$ cat src/gcd_pkg.sv
// ----------------------------------------------------------------------------
// gcd_pkg
// shared types, constants and helper functions of the great-circle datapath
// ----------------------------------------------------------------------------
package gcd_pkg;

	localparam int CORDIC_STAGES_DEF = 24;

	// angle inside the datapath, signed q.30 radians
	typedef logic signed [35:0] ang_t;
	// sine / cosine / product value, signed q.30
	typedef logic signed [31:0] sc_t;
	// q.30 product result
	typedef logic signed [32:0] prod_t;

	localparam ang_t PI_Q30      = 36'sd3373259426;
	localparam ang_t TWO_PI_Q30  = 36'sd6746518852;
	localparam ang_t HALF_PI_Q30 = 36'sd1686629713;
	localparam logic signed [33:0] GAIN_Q30 = 34'sd652032874;

	localparam logic [31:0] ATAN_Q30 [32] = '{
		32'h3243F6A8, 32'h1DAC6705, 32'h0FADBAFC, 32'h07F56EA6, 32'h03FEAB76,
		32'h01FFD55B, 32'h00FFFAAA, 32'h007FFF55, 32'h003FFFEA, 32'h001FFFFD,
		32'h000FFFFF, 32'h0007FFFF, 32'h0003FFFF, 32'h0001FFFF, 32'h0000FFFF,
		32'h00007FFF, 32'h00003FFF, 32'h00001FFF, 32'h00000FFF, 32'h000007FF,
		32'h000003FF, 32'h000001FF, 32'h000000FF, 32'h0000007F, 32'h0000003F,
		32'h0000001F, 32'h0000000F, 32'h00000008, 32'h00000004, 32'h00000002,
		32'h00000001, 32'h00000000
	};

	// number of cordic stages actually built
	function automatic int cordic_count(input int n);
		return (n > 32) ? 32 : n;
	endfunction

	// one step of bringing an angle into [-pi, pi]
	function automatic ang_t reduce_step(input ang_t a);
		if (a > PI_Q30) begin
			return a - TWO_PI_Q30;
		end else if (a < -PI_Q30) begin
			return a + TWO_PI_Q30;
		end else begin
			return a;
		end
	endfunction

	// q.30 product, floor shift
	function automatic prod_t mulq(input prod_t a, input prod_t b);
		logic signed [65:0] p;
		p = 66'(a) * 66'(b);
		return p[62:30];
	endfunction

endpackage

$ cat src/gcd_isqrt.sv
// ----------------------------------------------------------------------------
// gcd_isqrt
// integer square root, one result bit per pipeline stage
// ----------------------------------------------------------------------------
module gcd_isqrt import gcd_pkg::*; (
	input  logic        clk,
	input  logic        en,
	input  logic [63:0] val,
	output logic [31:0] root
);
	logic [63:0] v_q  [32];
	logic [63:0] r_q  [32];
	logic [63:0] v_in [32];
	logic [63:0] r_in [32];

	assign v_in[0] = val;
	assign r_in[0] = '0;

	for (genvar k = 0; k < 32; k++) begin : g_step
		localparam logic [63:0] BIT = 64'(1) << (62 - 2 * k);
		logic [63:0] trial;
		if (k > 0) begin : g_link
			assign v_in[k] = v_q[k-1];
			assign r_in[k] = r_q[k-1];
		end
		assign trial = r_in[k] + BIT;
		always_ff @(posedge clk) begin
			if (en) begin
				if (v_in[k] >= trial) begin
					v_q[k] <= v_in[k] - trial;
					r_q[k] <= (r_in[k] >> 1) + BIT;
				end else begin
					v_q[k] <= v_in[k];
					r_q[k] <= r_in[k] >> 1;
				end
			end
		end
	end

	assign root = r_q[31][31:0];

endmodule

$ cat config.mk
export PLATFORM = sky130hd
export DESIGN_NAME = gcd_isqrt
export DESIGN_NICKNAME = d
export VERILOG_FILES = /design/src/gcd_pkg.sv /design/src/gcd_isqrt.sv
export SDC_FILE = /design/constraint.sdc
export NUM_CORES = 2
export LEC_CHECK = 0
export BUFFER_PORTS_ARGS = -buffer_cell sky130_fd_sc_hd__buf_2
export CAP_MARGIN = 20
export CORE_ASPECT_RATIO = 1.1
export CORE_MARGIN = 2
export CORE_UTILIZATION = 45
export CTS_BUF_LIST = sky130_fd_sc_hd__clkbuf_2 sky130_fd_sc_hd__clkbuf_4 sky130_fd_sc_hd__clkbuf_8
export CTS_CLUSTER_DIAMETER = 80
export DETAILED_ROUTE_END_ITERATION = 10
export PLACE_DENSITY = 0.59
export SETUP_SLACK_MARGIN = 0.02
export SYNTH_ARGS = -nofsm -noshare
export SYNTH_HDL_FRONTEND = slang
export SYNTH_SLANG_ARGS = --single-unit
$ cat constraint.sdc
create_clock -name clk -period 5.08 [get_ports clk]
set_input_delay 0.254 -clock clk [delete_from_list [all_inputs] [get_ports clk]]
set_output_delay 0.254 -clock clk [all_outputs]
set_load 0.02 [all_outputs]
==> impl_metrics.prom <==
# TYPE chip_impl_metric gauge
chip_impl_metric{name="worst_slew_pin_slew",unit="ns"} 1.100
chip_impl_metric{name="grt_pass1_wl",unit="µm"} 470600
chip_impl_metric{name="post_synth_arst_share",unit=""} 0
chip_impl_info{name="ys.flop_type",value="edfxtp_1"} 1
chip_impl_metric{name="placer_congestion_estimate",unit=""} 0.9165
chip_impl_metric{name="cts_inserted_buffers",unit=""} 409
chip_impl_metric{name="first_pass_iteration_count_of_the_detailed_router",unit=""} 5
chip_impl_metric{name="avgViaCountPerCell",unit=""} 5.596
chip_impl_metric{name="worst_ep_arrival_time",unit="ns"} 5.33
chip_impl_metric{name="first_iter_violations",unit=""} 6432
chip_impl_info{name="worstSetupStartpointType",value="flip-flop"} 1
chip_impl_metric{name="timing_max_transition_violations_final",unit=""} 0
chip_impl_info{name="yosys-top-cells-count",value="edfxtp_1 (2,512), inv_1 (701), nand2_1 (695), ha_1 (558), nor2_1 (556)"} 1
chip_impl_metric{name="floorplan_die_area",unit="µm²"} 271700
chip_impl_info{name="status",value="complete, no violations"} 1
chip_impl_metric{name="groute.usage.overall",unit=""} 0.2245
chip_impl_metric{name="peakVddDrop",unit="µV"} 300.8
chip_impl_metric{name="fin_area",unit="µm²"} 134800
chip_impl_metric{name="synth_cells",unit=""} 9611
chip_impl_info{name="synth_most_common_cell",value="edfxtp_1"} 1
chip_impl_metric{name="reg2reg_setup_slack",unit="ns"} 0.37
chip_impl_metric{name="total_power",unit="µW"} 58760
chip_impl_metric{name="r2r.worst_path.cells",unit=""} 11
chip_impl_info{name="start_of_the_worst_register_to_register_path",value="v_q[1][666]$_DFFE_PP_"} 1
chip_impl_metric{name="period_minus_slack",unit="ns"} 4.713
chip_impl_info{name="hold_class",value="in2reg"} 1
chip_impl_metric{name="grt_antenna_before_repair",unit=""} 7
chip_impl_metric{name="layout_area_overhead",unit="%"} 11.95
chip_impl_metric{name="cts-root-to-sink-buffers",unit=""} 4
chip_impl_metric{name="post-route-drc-count",unit=""} 0
chip_impl_metric{name="number_of_buffers_inserted_to_repair_setup_after_cts",unit=""} 0
chip_impl_info{name="worst_setup_path_end_kind",value="flip-flop"} 1
chip_impl_metric{name="ys_types",unit=""} 96
chip_impl_metric{name="max_slew_margin",unit=""} 0.2597
chip_impl_info{name="hold-path-endpoint",value="v_q[0][63]$_DFFE_PP_"} 1
chip_impl_metric{name="detail_route.wirelength",unit="µm"} 311800
chip_impl_metric{name="grt_pass1_vias",unit=""} 77320
chip_impl_metric{name="clkSinkCount",unit=""} 2512
chip_impl_metric{name="clkSlewWorstSetupHoldPaths",unit="ns"} 0.06
chip_impl_metric{name="fin_crit_share",unit=""} 0.9278
chip_impl_metric{name="layout.core_utilization",unit=""} 0.5055
chip_impl_info{name="rsz_0062_raised_after_global_routing",value="no"} 1
chip_impl_metric{name="ys_seq_elements",unit=""} 2512
chip_impl_metric{name="cap_violations",unit=""} 0
chip_impl_metric{name="finish.net_count",unit=""} 10740
chip_impl_metric{name="cell_row_count",unit=""} 199
chip_impl_metric{name="chipWidth",unit="µm"} 497.2
chip_impl_metric{name="fraction_of_synthesized_cell_area_taken_by_the_top_area_cell_type",unit=""} 0.6265
chip_impl_metric{name="routed_wire_length_per_instance",unit="µm"} 22.33
chip_impl_info{name="cts_tree",value="built"} 1
chip_impl_info{name="criticalPathCategory",value="reg2reg"} 1
chip_impl_metric{name="htreeDepth",unit=""} 5
chip_impl_metric{name="critical_path.max_fanout",unit=""} 8
chip_impl_metric{name="timing.clock.skew",unit="ns"} 0.1116
chip_impl_metric{name="dp_hpwl",unit="µm"} 233300
chip_impl_info{name="hold_path_startpoint",value="val[63]"} 1
chip_impl_metric{name="post-place-cells",unit=""} 13090
chip_impl_metric{name="ys_warn_count",unit=""} 0
chip_impl_metric{name="via_count",unit=""} 78150
chip_impl_info{name="worst_r2r_endpoint",value="v_q[1][757]$_DFFE_PP_"} 1
chip_impl_metric{name="finalHoldViolations",unit=""} 0
chip_impl_metric{name="maxClockFrequency",unit="MHz"} 212.2
chip_impl_metric{name="die_height",unit="µm"} 546.5
chip_impl_metric{name="critPathRequiredTime",unit="ns"} 5.70
chip_impl_metric{name="overflow",unit=""} 0
chip_impl_metric{name="hold_path_depth",unit=""} 4
chip_impl_info{name="clk_root_buffer_cell",value="clkbuf_8"} 1
chip_impl_metric{name="sum_of_negative_setup_slack",unit="ns"} 0
chip_impl_metric{name="setup_viol",unit=""} 0
chip_impl_metric{name="layout-drive-gt1-share",unit=""} 0.09223
chip_impl_metric{name="power_density",unit="nW/µm²"} 435.9
chip_impl_metric{name="initial_core_util",unit=""} 0.4515
chip_impl_info{name="synth.area.top_cells",value="edfxtp_1 (63%), ha_1 (5.8%), xor2_1 (3.4%), xnor2_1 (3.0%), o21ai_0 (2.2%)"} 1
chip_impl_metric{name="seq_area_frac_synth",unit=""} 0.6265
chip_impl_metric{name="place.port_buffers",unit=""} 97
chip_impl_metric{name="p_leak",unit="µW"} 0.05060
chip_impl_metric{name="dpl_cell_area",unit="µm²"} 125300
chip_impl_metric{name="coreArea",unit="µm²"} 266700
chip_impl_metric{name="post_layout_nonfiller_instances",unit=""} 13970
chip_impl_metric{name="antenna_violating_nets_post_route",unit=""} 0
chip_impl_info{name="yosysTopAreaCell",value="edfxtp_1"} 1
chip_impl_metric{name="grt_max_degree",unit=""} 191
chip_impl_metric{name="synthesis.nets",unit=""} 10240
chip_impl_metric{name="later_pin_clock_latency_in_the_skew_report",unit="ns"} 1.01
chip_impl_metric{name="design.portCount",unit=""} 98
chip_impl_metric{name="post_synth_instance_area",unit="µm²"} 120400
chip_impl_metric{name="edff_count_synth",unit=""} 2512
chip_impl_metric{name="synth.avg_cell_area",unit="µm²"} 12.53
==> area by class of cell <==
cell class	instances	area (µm²)
fillers	23060	131900
flip-flops and latches	2512	75430
well taps	3517	4400
clock inverters	216	1700
repair buffers	308	2507
multi-input cells	6182	41600
diodes	7	17.52
inverters	703	2639
clock buffers	520	6500
==> flip-flops by register name (all words and copies together), names as in the netlist <==
register / cells
r_q: 528
v_q: 1984
==> power breakdown <==
part	leakage (µW)	switching (µW)	total, µW	internal (µW)
logic	0.0222	7440	12400	4910
clock network	0.00428	8110	17800	9680
registers	0.0242	2360	28600	26300
==> kinds of logic (layout without fill, tap and decap cells) <==
family | count (synthesis) | in the layout | share of synthesized area
multiplexers | 65 | 65 | 0.005954
AO/OA/AOI/OAI | 1849 | 1849 | 0.09555
adder cells (fa/ha/maj) | 558 | 558 | 0.05799
buffers and inverters | 917 | 1747 | 0.02880
AND/OR/NAND/NOR | 2832 | 2832 | 0.1214
other | 0 | 7 | 0
XOR/XNOR | 878 | 878 | 0.06387
flip-flops | 2512 | 2512 | 0.6265
==> per-layer routing <==
metal | up-vias | part of all wire | track usage | wire, µm
li1 | 37030 | - | - | -
met1 | 38350 | 0.43 | 0.2941 | 132600
met2 | 2268 | 0.49 | 0.3851 | 153000
met3 | 503 | 0.053 | 0.03057 | 16420
met4 | 2 | 0.031 | 0.07277 | 9812
met5 | - | 0.000042 | 0 | 13
==> per-stage QoR <==
step / hold WS, ns / worst slack [ns]
floorplan: 0.3529 / 0.9604
global placement: 0.4252 / 0.4306
detailed placement: 0.4288 / 0.3864
CTS: 0.03557 / 0.3059
global route: 0.1393 / 0.1320
finish: 0.1674 / 0.3667
==> worst max-delay path: stages (launching register included) <==
cell and delay (ns):
edfxtp_1 0.43, ha_1 0.45, nand4_1 0.37, nor4_1 0.80, nand3_1 0.19, o211a_1 0.24
o311a_1 0.14, or3_1 0.44, or4b_1 0.70, nor2_1 0.33, nand3_1 0.15, xnor2_1 0.15
==> placed cells by master (no fill, tap or decap), types with 142 or more instances in the layout <==
cell type,count
nand3_1,165
xnor2_1,410
o21ai_0,534
nor4_1,356
nand2_1,695
edfxtp_1,2512
ha_1,558
nor3_1,257
nor2_1,555
xor2_1,468
nand4_1,142
a21oi_1,532
inv_1,700
clkbuf_8,415
a21o_1,242
==> how the worst max path moves through the flow <==
| stage | from | end | slack, ns |
|---|---|---|---|
| floorplan | en | r_q[1][774]$_DFFE_PP_ | 0.96 |
| global placement | v_q[1][596]$_DFFE_PP_ | v_q[1][691]$_DFFE_PP_ | 0.43 |
| detailed placement | v_q[1][774]$_DFFE_PP_ | v_q[1][892]$_DFFE_PP_ | 0.39 |
| CTS | v_q[1][596]$_DFFE_PP_ | v_q[1][695]$_DFFE_PP_ | 0.31 |
| global route | v_q[1][596]$_DFFE_PP_ | v_q[1][691]$_DFFE_PP_ | 0.13 |
| finish | v_q[1][666]$_DFFE_PP_ | v_q[1][757]$_DFFE_PP_ | 0.37 |
==> timing repair <==
action,4_1_cts,5_1_grt
hold buffers,128,0
gates resized for setup,0,2
endpoints found under the setup margin,0,8
endpoints found under the hold margin,121,0
No activity file was read; power rests on OpenSTA's default activity.
